$ cat src/design/wma_pkg.sv
package wma_pkg;

  localparam int SAMPLE_W  = 16;
  localparam int CFG_W     = 8;
  localparam int CFG_IDX_W = 1;

  localparam logic [CFG_IDX_W-1:0] CFG_WINDOW = 1'b0;
  localparam logic [CFG_IDX_W-1:0] CFG_WEIGHT = 1'b1;

  localparam logic [CFG_W-1:0] WINDOW_RST = 8'd8;
  localparam logic [CFG_W-1:0] WEIGHT_RST = 8'd1;

  localparam logic KIND_FILL = 1'b1;

  typedef enum logic [2:0] {
    ST_IDLE,
    ST_FILL,
    ST_SHIFT,
    ST_NEWEST,
    ST_ADD,
    ST_DIVS,
    ST_DIVW,
    ST_OUT
  } state_t;

  typedef struct packed {
    logic start;
    logic done;
  } div_ctl_t;

endpackage

$ cat src/design/weighted_moving_average.sv
// Weighted moving average of signed Q8.8 samples.
// Input channel: in_valid/in_ready with in_kind and in_sample. kind 0 filters
// a sample and gives one out_mean; kind 1 writes the value into every history
// entry and gives no result.
// Config channel: cfg_valid/cfg_ready (always ready), cfg_index 0 sets the
// window length, 1 the weight of the newest sample. Write only while idle.
// Output channel: out_valid/out_ready with out_mean, held in an output
// register; a stalled receiver holds the result and the block waits at its
// final step until the register frees, while in_ready stays low.
// Throughput: one request at a time; the next request is taken in the same
// cycle that out_valid rises. The time a sample takes grows with n (the
// effective window) and is set by the history walk through the RAM (one
// entry per cycle) and the radix-2 divider (one quotient bit per cycle,
// 24 bits); a zero divisor skips the divider. A fill request writes one
// RAM entry per cycle, MAX_SAMPLES + 1 entries in all, and the next
// request is taken in the cycle after the last write.
// Reset: history reads as zero through per-entry valid bits, fill count
// zero, window 8, weight 1; no clearing pass is needed.
module weighted_moving_average
  import wma_pkg::*;
#(
  parameter int MAX_SAMPLES = 32
) (
  input  logic                       clk,
  input  logic                       rst_n,
  input  logic                       in_valid,
  output logic                       in_ready,
  input  logic                       in_kind,
  input  logic signed [SAMPLE_W-1:0] in_sample,
  output logic                       out_valid,
  input  logic                       out_ready,
  output logic signed [SAMPLE_W-1:0] out_mean,
  input  logic                       cfg_valid,
  output logic                       cfg_ready,
  input  logic [CFG_IDX_W-1:0]       cfg_index,
  input  logic [CFG_W-1:0]           cfg_wdata
);

  localparam int DEPTH = MAX_SAMPLES + 1;
  localparam int CNT_W = $clog2(DEPTH);
  localparam int CMP_W = (CNT_W > CFG_W) ? CNT_W : CFG_W;
  localparam int DIV_W = CMP_W + 1;
  localparam int SUM_W = SAMPLE_W + $clog2(MAX_SAMPLES + (1 << CFG_W));
  localparam int MAG_W = SUM_W - 1;

  state_t state_r, state_nxt;

  logic [CFG_W-1:0]           window_r, window_nxt;
  logic [CFG_W-1:0]           weight_r, weight_nxt;
  logic [CNT_W-1:0]           fill_cnt_r, fill_cnt_nxt;
  logic [CNT_W-1:0]           n_r, n_nxt;
  logic [CNT_W-1:0]           k_r, k_nxt;
  logic [DEPTH-1:0]           hist_vld_r, hist_vld_nxt;
  logic                       rd_vld_r;
  logic                       out_valid_r, out_valid_nxt;
  logic signed [SAMPLE_W-1:0] out_mean_r, out_mean_nxt;
  logic signed [SAMPLE_W-1:0] sample_r, sample_nxt;
  logic signed [SUM_W-1:0]    sum_r, sum_nxt;
  logic signed [SUM_W-1:0]    prod_r, prod_nxt;
  logic [DIV_W-1:0]           dsor_r, dsor_nxt;
  logic                       neg_r, neg_nxt;
  logic signed [SAMPLE_W-1:0] res_r, res_nxt;

  logic                       mem_we;
  logic [CNT_W-1:0]           mem_waddr;
  logic [SAMPLE_W-1:0]        mem_wdata;
  logic                       mem_re;
  logic [CNT_W-1:0]           mem_raddr;
  logic [SAMPLE_W-1:0]        mem_rdata;
  logic signed [SAMPLE_W-1:0] hist_rd;

  logic [CNT_W-1:0]           cnt_new;
  logic signed [SUM_W-1:0]    sum_abs;
  logic [MAG_W-1:0]           quo;
  logic [MAG_W-1:0]           quo_s;
  div_ctl_t                   div_req;
  div_ctl_t                   div_rsp;

  wma_ram #(
    .WIDTH(SAMPLE_W),
    .DEPTH(DEPTH)
  ) u_ram (
    .clk  (clk),
    .we   (mem_we),
    .waddr(mem_waddr),
    .wdata(mem_wdata),
    .re   (mem_re),
    .raddr(mem_raddr),
    .rdata(mem_rdata)
  );

  wma_div #(
    .N_W(MAG_W),
    .D_W(DIV_W)
  ) u_div (
    .clk     (clk),
    .rst_n   (rst_n),
    .ctl_in  (div_req),
    .ctl_out (div_rsp),
    .dividend(sum_abs[MAG_W-1:0]),
    .divisor (dsor_r),
    .quotient(quo)
  );

  assign hist_rd = rd_vld_r ? signed'(mem_rdata) : '0;
  assign sum_abs = sum_r[SUM_W-1] ? -sum_r : sum_r;
  assign quo_s   = neg_r ? -quo : quo;

  always_comb begin
    if (CMP_W'(window_r) > CMP_W'(fill_cnt_r)) begin
      if (fill_cnt_r < CNT_W'(MAX_SAMPLES)) begin
        cnt_new = fill_cnt_r + 1'b1;
      end else begin
        cnt_new = fill_cnt_r;
      end
    end else begin
      cnt_new = CNT_W'(window_r);
    end
  end

  always_comb begin
    state_nxt     = state_r;
    window_nxt    = window_r;
    weight_nxt    = weight_r;
    fill_cnt_nxt  = fill_cnt_r;
    n_nxt         = n_r;
    k_nxt         = k_r;
    hist_vld_nxt  = hist_vld_r;
    out_valid_nxt = out_valid_r && !out_ready;
    out_mean_nxt  = out_mean_r;
    sample_nxt    = sample_r;
    sum_nxt       = sum_r;
    prod_nxt      = prod_r;
    dsor_nxt      = dsor_r;
    neg_nxt       = neg_r;
    res_nxt       = res_r;
    mem_we        = 1'b0;
    mem_waddr     = k_r;
    mem_wdata     = sample_r;
    mem_re        = 1'b0;
    mem_raddr     = k_r + 1'b1;
    div_req       = '0;
    in_ready      = 1'b0;

    if (cfg_valid) begin
      unique case (cfg_index)
        CFG_WINDOW: window_nxt = cfg_wdata;
        CFG_WEIGHT: weight_nxt = cfg_wdata;
        default:    ;
      endcase
    end

    unique case (state_r)
      ST_IDLE: begin
        in_ready = 1'b1;
        if (in_valid) begin
          sample_nxt = in_sample;
          k_nxt      = '0;
          if (in_kind == KIND_FILL) begin
            state_nxt = ST_FILL;
          end else begin
            fill_cnt_nxt = cnt_new;
            n_nxt        = cnt_new;
            sum_nxt      = '0;
            state_nxt    = ST_SHIFT;
          end
        end
      end
      ST_FILL: begin
        mem_we    = 1'b1;
        mem_waddr = k_r;
        k_nxt     = k_r + 1'b1;
        if (k_r == CNT_W'(MAX_SAMPLES)) begin
          state_nxt = ST_IDLE;
        end
      end
      ST_SHIFT: begin
        mem_re = k_r < n_r;
        if (k_r != '0) begin
          mem_we    = 1'b1;
          mem_waddr = k_r - 1'b1;
          mem_wdata = hist_rd;
          sum_nxt   = sum_r + SUM_W'(hist_rd);
        end
        if (k_r == n_r) begin
          state_nxt = ST_NEWEST;
        end else begin
          k_nxt = k_r + 1'b1;
        end
      end
      ST_NEWEST: begin
        mem_we    = 1'b1;
        mem_waddr = n_r;
        prod_nxt  = SUM_W'(signed'({1'b0, weight_r})) * SUM_W'(sample_r);
        state_nxt = ST_ADD;
      end
      ST_ADD: begin
        sum_nxt   = sum_r + prod_r;
        dsor_nxt  = DIV_W'(n_r) + DIV_W'(weight_r);
        state_nxt = ST_DIVS;
      end
      ST_DIVS: begin
        if (dsor_r == '0) begin
          res_nxt   = sample_r;
          state_nxt = ST_OUT;
        end else begin
          div_req.start = 1'b1;
          neg_nxt       = sum_r[SUM_W-1];
          state_nxt     = ST_DIVW;
        end
      end
      ST_DIVW: begin
        if (div_rsp.done) begin
          res_nxt   = signed'(quo_s[SAMPLE_W-1:0]);
          state_nxt = ST_OUT;
        end
      end
      ST_OUT: begin
        if (!out_valid_r || out_ready) begin
          out_valid_nxt = 1'b1;
          out_mean_nxt  = res_r;
          state_nxt     = ST_IDLE;
        end
      end
      default: state_nxt = ST_IDLE;
    endcase

    if (mem_we) begin
      hist_vld_nxt[mem_waddr] = 1'b1;
    end
  end

  always_ff @(posedge clk) begin
    if (!rst_n) begin
      state_r     <= ST_IDLE;
      window_r    <= WINDOW_RST;
      weight_r    <= WEIGHT_RST;
      fill_cnt_r  <= '0;
      hist_vld_r  <= '0;
      out_valid_r <= 1'b0;
    end else begin
      state_r     <= state_nxt;
      window_r    <= window_nxt;
      weight_r    <= weight_nxt;
      fill_cnt_r  <= fill_cnt_nxt;
      hist_vld_r  <= hist_vld_nxt;
      out_valid_r <= out_valid_nxt;
    end
  end

  always_ff @(posedge clk) begin
    n_r        <= n_nxt;
    k_r        <= k_nxt;
    out_mean_r <= out_mean_nxt;
    sample_r   <= sample_nxt;
    sum_r      <= sum_nxt;
    prod_r     <= prod_nxt;
    dsor_r     <= dsor_nxt;
    neg_r      <= neg_nxt;
    res_r      <= res_nxt;
    if (mem_re) begin
      rd_vld_r <= hist_vld_r[mem_raddr];
    end
  end

  assign out_valid = out_valid_r;
  assign out_mean  = out_mean_r;
  assign cfg_ready = 1'b1;

endmodule

$ cat src/design/wma_ram.sv
module wma_ram #(
  parameter int WIDTH = 16,
  parameter int DEPTH = 33
) (
  input  logic                     clk,
  input  logic                     we,
  input  logic [$clog2(DEPTH)-1:0] waddr,
  input  logic [WIDTH-1:0]         wdata,
  input  logic                     re,
  input  logic [$clog2(DEPTH)-1:0] raddr,
  output logic [WIDTH-1:0]         rdata
);

  logic [WIDTH-1:0] mem [DEPTH];
  logic [WIDTH-1:0] rdata_r;

  always_ff @(posedge clk) begin
    if (we) begin
      mem[waddr] <= wdata;
    end
    if (re) begin
      rdata_r <= mem[raddr];
    end
  end

  assign rdata = rdata_r;

endmodule

$ cat src/design/wma_div.sv
module wma_div
  import wma_pkg::*;
#(
  parameter int N_W = 24,
  parameter int D_W = 9
) (
  input  logic           clk,
  input  logic           rst_n,
  input  div_ctl_t       ctl_in,
  output div_ctl_t       ctl_out,
  input  logic [N_W-1:0] dividend,
  input  logic [D_W-1:0] divisor,
  output logic [N_W-1:0] quotient
);

  localparam int CW = $clog2(N_W + 1);

  logic           run_r, run_nxt;
  logic           done_r, done_nxt;
  logic [CW-1:0]  cnt_r, cnt_nxt;
  logic [N_W-1:0] q_r, q_nxt;
  logic [D_W-1:0] rem_r, rem_nxt;
  logic [D_W-1:0] dsor_r, dsor_nxt;
  logic [D_W:0]   trial;
  logic [D_W:0]   diff;
  logic           ge;

  always_comb begin
    trial    = {rem_r, q_r[N_W-1]};
    ge       = trial >= {1'b0, dsor_r};
    diff     = trial - {1'b0, dsor_r};
    run_nxt  = run_r;
    done_nxt = 1'b0;
    cnt_nxt  = cnt_r;
    q_nxt    = q_r;
    rem_nxt  = rem_r;
    dsor_nxt = dsor_r;
    if (ctl_in.start) begin
      run_nxt  = 1'b1;
      cnt_nxt  = '0;
      q_nxt    = dividend;
      rem_nxt  = '0;
      dsor_nxt = divisor;
    end else if (run_r) begin
      rem_nxt = ge ? diff[D_W-1:0] : trial[D_W-1:0];
      q_nxt   = {q_r[N_W-2:0], ge};
      cnt_nxt = cnt_r + 1'b1;
      if (cnt_r == CW'(N_W - 1)) begin
        run_nxt  = 1'b0;
        done_nxt = 1'b1;
      end
    end
  end

  always_ff @(posedge clk) begin
    if (!rst_n) begin
      run_r  <= 1'b0;
      done_r <= 1'b0;
      cnt_r  <= '0;
    end else begin
      run_r  <= run_nxt;
      done_r <= done_nxt;
      cnt_r  <= cnt_nxt;
    end
  end

  always_ff @(posedge clk) begin
    q_r    <= q_nxt;
    rem_r  <= rem_nxt;
    dsor_r <= dsor_nxt;
  end

  always_comb begin
    ctl_out       = '0;
    ctl_out.start = ctl_in.start;
    ctl_out.done  = done_r;
  end

  assign quotient = q_r;

endmodule

$ cat config.mk
export PLATFORM = sky130hd
export DESIGN_NAME = weighted_moving_average
export DESIGN_NICKNAME = d
export VERILOG_FILES = /design/src/design/wma_pkg.sv /design/src/design/weighted_moving_average.sv /design/src/design/wma_ram.sv /design/src/design/wma_div.sv
export SDC_FILE = /design/constraint.sdc
export NUM_CORES = 1
export LEC_CHECK = 0
export BUFFER_PORTS_ARGS = -buffer_cell sky130_fd_sc_hd__buf_2
export CELL_PAD_IN_SITES_DETAIL_PLACEMENT = 1
export CELL_PAD_IN_SITES_GLOBAL_PLACEMENT = 2
export CORE_ASPECT_RATIO = 0.7
export CORE_MARGIN = 1
export CORE_UTILIZATION = 50
export DETAILED_ROUTE_END_ITERATION = 7
export GPL_TIMING_DRIVEN = 0
export PLACE_DENSITY_LB_ADDON = 0.2
export SLEW_MARGIN = 25
export SYNTH_ARGS = -nofsm -noshare
export SYNTH_HDL_FRONTEND = slang
export SYNTH_SLANG_ARGS = --single-unit
$ cat constraint.sdc
create_clock -name clk -period 15.39 [get_ports clk]
set_input_delay 0.7695 -clock clk [delete_from_list [all_inputs] [get_ports clk]]
set_output_delay 0.7695 -clock clk [all_outputs]
set_load 0.05 [all_outputs]
# Yosys cells after proc, flatten, opt, wreduce, memory -nomap -nowiden
# Memories as Yosys holds them, arrays and structs flattened. A register that Yosys moved wholly into a read port is not among the register bits.
# Index checks and enable logic that the tools add are counted.
[op_classes]
add_sub_neg = 10
multipliers = 1
magnitude_cmp = 7
eq_ne = 19
muxes = 48
n_bitwise = 6
n_reduce_logical = 25
[op_table]
columns = ["operator", "count"]
rows = [
  ["16-bit 2-to-1 mux", 6],
  ["25-bit 2-to-1 mux", 3],
  ["25-bit one-hot mux with 3 select lines", 1],
  ["24-bit 2-to-1 mux", 3],
  ["33-bit bitwise OR", 1],
  ["16-bit one-hot mux with 2 select lines", 1],
  ["6-bit 2-to-1 mux", 5],
  ["25-bit by 16-bit adder with 25-bit output", 1],
  ["25-bit adder", 1],
  ["9-bit by 16-bit multiplier with 25-bit output", 1],
  ["24-bit negator", 1],
  ["3-bit one-hot mux with 8 select lines", 1],
  ["6-bit one-hot mux with 3 select lines", 1],
  ["1-bit 2-to-1 mux", 16],
  ["2-bit inequality test, second input constant", 8],
  ["16-bit negator", 1],
  ["3-bit 2-to-1 mux", 5],
  ["6-bit by 7-bit < comparator with 1-bit output, second input constant", 2],
  ["6-bit by 1-bit adder with 6-bit output, second input constant", 2],
  ["3-bit == test, second input constant", 4],
  ["6-bit one-hot mux with 2 select lines", 1],
  ["10-bit by 9-bit >= comparator with 1-bit output", 1],
  ["2-bit AND reduction", 5],
  ["6-bit by 8-bit adder with 9-bit output", 1],
  ["other kinds (32)", 44],
]
[totals]
register_bits = 229
mem_bits_rw = 528
wordCells = 139
mem_count = 1
[memory_table]
columns = ["name", "depth", "word_bits", "rd", "rd_clocked_by_memory_dff", "wr", "line_no", "text"]
rows = [
  ["u_ram.mem", 33, 16, 1, 1, 1, "wma_ram.sv:14", "logic [WIDTH-1:0] mem [DEPTH];"],
]

# Logic depth before layout (Yosys ltp)
[depth]
word_depth = 8
depth_mapped = 19
ltp_nobuf = 17

# Modules after synthesis
# From an unflattened synthesis, not the netlist that was laid out.
[hier_totals]
hier_cells = 2975
area_unflattened_um2 = 38780.9
[modules_own_cells]
columns = ["mod", "instances", "cells_per_inst", "area_each_um2"]
rows = [
  ["wma_ram", 1, 1131, 21230.4],
  ["weighted_moving_average", 1, 1647, 15070.7],
  ["wma_div", 1, 197, 2479.9],
]

# Worst setup path before layout
# No wires, ideal clock.
[synth_path]
kind = "register to register"
from = "register weight_r[2]"
to = "register prod_r[23] (data pin)"
setup_time_ns = 0.262
t_arrival_ns = 4.587
t_required_ns = 15.128
setup_slack_ns = 10.541
stages_incl_launch_ff = 19
path_buffers = 2
period_less_slack_ns = 4.849
path_cell_list = "dfxtp_1 -> clkbuf_1 -> clkbuf_1 -> nand2_1 -> fa_1 -> inv_1 -> fa_1 -> inv_1 -> fa_1 -> fa_1 -> inv_1 -> ha_1 -> o21ai_0 -> nor2_1 -> o21ai_0 -> o21ai_0 -> a31o_2 -> a211oi_1 -> xnor2_1"
[synth_between]
elab_chain_cells = 1
[synth_lines]
columns = ["element", "line_no", "text"]
rows = [
  ["from (decl)", "weighted_moving_average.sv:49", "logic [CFG_W-1:0] weight_r, weight_nxt;"],
  ["from (signal assigned)", "weighted_moving_average.sv:244", "weight_r <= weight_nxt;"],
  ["9-bit by 16-bit multiplier with 25-bit output", "weighted_moving_average.sv:194", "prod_nxt = SUM_W'(signed'({1'b0, weight_r})) * SUM_W'(sample_r);"],
  ["to (signal assigned)", "weighted_moving_average.sv:257", "prod_r <= prod_nxt;"],
  ["to (decl)", "weighted_moving_average.sv:59", "logic signed [SUM_W-1:0] prod_r, prod_nxt;"],
]
# No other way between the ends.
# A chain may end at the register's enable or synchronous reset.

# Worst setup path after layout
[layout_path]
from = "register weight_r[1]"
to = "register prod_r[17] (data pin)"
# Same word-level chain as after synthesis.

==> results.toml <==
[finish]
diodes = 0
layout-drive-gt1-share = 0.1675
final_area_um2 = 42730
fin_cells = 3825
utilization = 0.5787
area_growth_pct = 13.56
fillCellCount = 6961
num-nets-final = 3033

[route]
drt_iter0_markers = 2495
route.detailed.wl_per_inst_um = 28.10
final_antenna_net_count = 0
drt-total-wl_um = 107500
firstDrtPassIters = 6
drc = 0
via_per_inst = 6.056
vias = 23165

[setup_path]
path_buf_inv = 5
critPathTopFamily = "adder cells"
cp_common_cell = "fa_1"
r2r_slack_ns = 8.42
r2r-end = "prod_r[17]"
crit_arrival_ns = 7.33
slowest_stage = "o21ai_0"
cp-start-kind = "register"
reg2reg_depth = 18
worstPathRequired_ns = 15.75
cp_cell_sequence = "clkbuf_1, clkbuf_1, nand2_1, fa_1, inv_1, fa_1, inv_1, fa_1, fa_1, inv_1, ha_1, o21ai_0, nor2_1, o21ai_0, o21ai_0, a21o_1, a21oi_1, xnor2_1"
crit_path_end_kind = "register"
critical_path_class = "reg2reg"
worstPathMaxFanout = 10
max_stage_delay_ns = 0.77
r2r_start = "weight_r[1]"

[sta]
finalSetupViolCount = 0
finalCriticalPeriod_ns = 6.968
timing.fmax_mhz = 143.5
rsz0062_at_grt = "false"
drv_slew = 0
finalHoldViolCount = 0
finClkSkew_ns = 0.03267
holdWs_ns = 0.3035
fin_crit_sh = 0.4527
worstMarginPinSlew_ns = 1.185
setup_tns_ns = 0
fin_ws_ns = 8.422
relSlewSlack = 0.2102

[logic_synthesis]
yosysWarnings = 0
post_synth_inst_count = 2618
synth_area_um2 = 37630
synthFlopType = "edfxtp_1"
synth_seq_area_share = 0.5969
synthDistinctLibCells = 76
synth.most_common_cell = "edfxtp_1"
ys_seq_elements = 773
synth_top_area_share = 0.5570
synthArstFlopShare = 0
synth_nets = 2862
post_synth_most_frequent_cells = "698 x edfxtp_1, 229 x nand2_1, 211 x inv_1, 169 x mux4_2, 127 x o21ai_0"
synth.area.top_cells = "edfxtp_1 56%, mux4_2 10%, fa_1 5.6%, dfxtp_1 4.0%, ha_1 3.6%"
synth.largest_area_cell = "edfxtp_1"
synth-edff-count = 698
avgSynthCellArea_um2 = 14.37

[floorplan]
io_pins = 50
die_height_um = 231.5
core_area_um2 = 73840
die-area_um2 = 76370
initial_core_util = 0.5096
fp.dieW_um = 329.9
row_count = 83

[cts]
numCtsBuffers = 76
htree_num_levels = 3
cts_tree = "yes"
cts.repair.resized = 0
post-cts-setup-buffer-count = 0
cts.sinks = 773
holdBufCountCts = 0
clockBufferDepth = 3
clk_pin_slew_worst_paths_ns = 0.07
root_buffer = "clkbuf_16"
worstSkewPairLatency_ns = 0.64

[min_path]
min_from = "in_sample[9]"
whs_endpoint = "sample_r[9]"
hp-class = "in2reg"
min_path_cells = 1

[global_routing]
grt_pass1_vias = 23980
antenna_found_initial = 10
overflow = 0
grtUsageTotal = 0.2889
grt_pass1_wl_um = 159500
grt_max_degree = 34

[placed_design]
preCtsSetupSlack_ns = 8.639
gp_congestion = 0.8619
port_buffers = 48
place_inst = 3688
placed_area_um2 = 40250
hpwlAfterDp_um = 79310

[run_status]
status = "complete, no violations"

[flow_run]
cap_violations = 0

[power_and_ir_drop]
max-vdd-ir-drop_mv = 0.1174
p_total_mw = 8.215
cellPowerDensity_nw_per_um2 = 192.2
p_leak_nw = 15.48
## kinds of logic (layout without fill, tap and decap cells)
family | Yosys count | count (layout) | synth area share
compound gates | 399 | 399 | 0.06690
xor+xnor | 94 | 94 | 0.02208
buf+inv | 340 | 570 | 0.03475
flops | 773 | 773 | 0.5969
other cells | 1 | 1 | 0.00009966
fa+ha+maj | 213 | 213 | 0.09178
simple gates | 592 | 592 | 0.07625
mux | 206 | 206 | 0.1112
## cell usage in the layout, fill, tap and decap left out, types with 11 or more instances in the layout
cell type	netlist	final
mux4_2	169	169
xor2_1	45	43
a21boi_0	19	19
nor3_1	20	16
edfxtp_1	698	698
o21a_1	45	45
o21ai_0	127	111
buf_16	0	16
ha_1	108	108
a21oi_1	88	88
nand3_1	36	36
nand4_1	11	11
buf_6	2	14
inv_1	211	211
buf_2	7	58
dfxtp_1	75	75
and3_1	11	11
a21o_1	28	28
xnor2_1	48	48
clkbuf_16	0	78
fa_1	105	105
nor2_4	6	22
o21ai_4	0	16
a211oi_1	12	12
nand2b_1	14	13
clkbuf_1	101	106
nor2b_1	20	20
clkinv_1	0	14
nand2_1	229	229
and2_1	78	77
mux2i_1	31	31
nor2_1	122	96
## state kept, by name (all words and copies together), names as in the netlist, 16 cells and up
name and cells:
prod_r 25, sum_r 25, u_div.quotient 24, sample_r 16, u_ram.rdata 16, res_r 16, u_ram.mem 528, hist_vld_r 33
out_mean 16
## per-layer routing
| metal | global-route usage | routed length, um | part of all wire |
|---|---|---|---|
| met5 | 0 | 19 | 0.00018 |
| met4 | 0.06149 | 1852 | 0.017 |
| met3 | 0.05418 | 8347 | 0.078 |
| met2 | 0.4241 | 47160 | 0.44 |
| met1 | 0.4481 | 50110 | 0.47 |
## how the worst max path moves through the flow
stage / from / cells past startpoint / endpoint / slack [ns]
2_1_floorplan: weight_r[2] / 18 / prod_r[23] / 10.54
3_3_place_gp: k_r[0] / 9 / u_ram.mem[0][3] / 8.57
3_5_place_dp: weight_r[2] / 18 / prod_r[17] / 8.64
4_1_cts: weight_r[2] / 18 / prod_r[17] / 8.59
5_1_grt: weight_r[1] / 18 / prod_r[23] / 8.26
6_report: weight_r[1] / 18 / prod_r[17] / 8.42
## final cells by class
| class | instances | area [um^2] | share of cell area |
|---|---|---|---|
| plain buffers | 128 | 528.0 | 0.01236 |
| clock buffers | 92 | 2024 | 0.04738 |
| clock inverters | 45 | 432.9 | 0.01013 |
| inverters | 212 | 795.8 | 0.01862 |
| multi-input cells | 1505 | 14240 | 0.3333 |
| flip-flops and latches | 773 | 22460 | 0.5256 |
| well taps | 977 | 1222 | 0.02861 |
| repair buffers | 93 | 1023 | 0.02395 |
## power by group
| group | total (mW) | switching, mW | internal, mW | leakage [nW] |
|---|---|---|---|---|
| logic | 3.52 | 2.20 | 1.32 | 7.35 |
| registers | 2.83 | 0.121 | 2.71 | 6.95 |
| clock network | 1.87 | 0.819 | 1.05 | 1.18 |
Power figures use the tool's default switching activity.
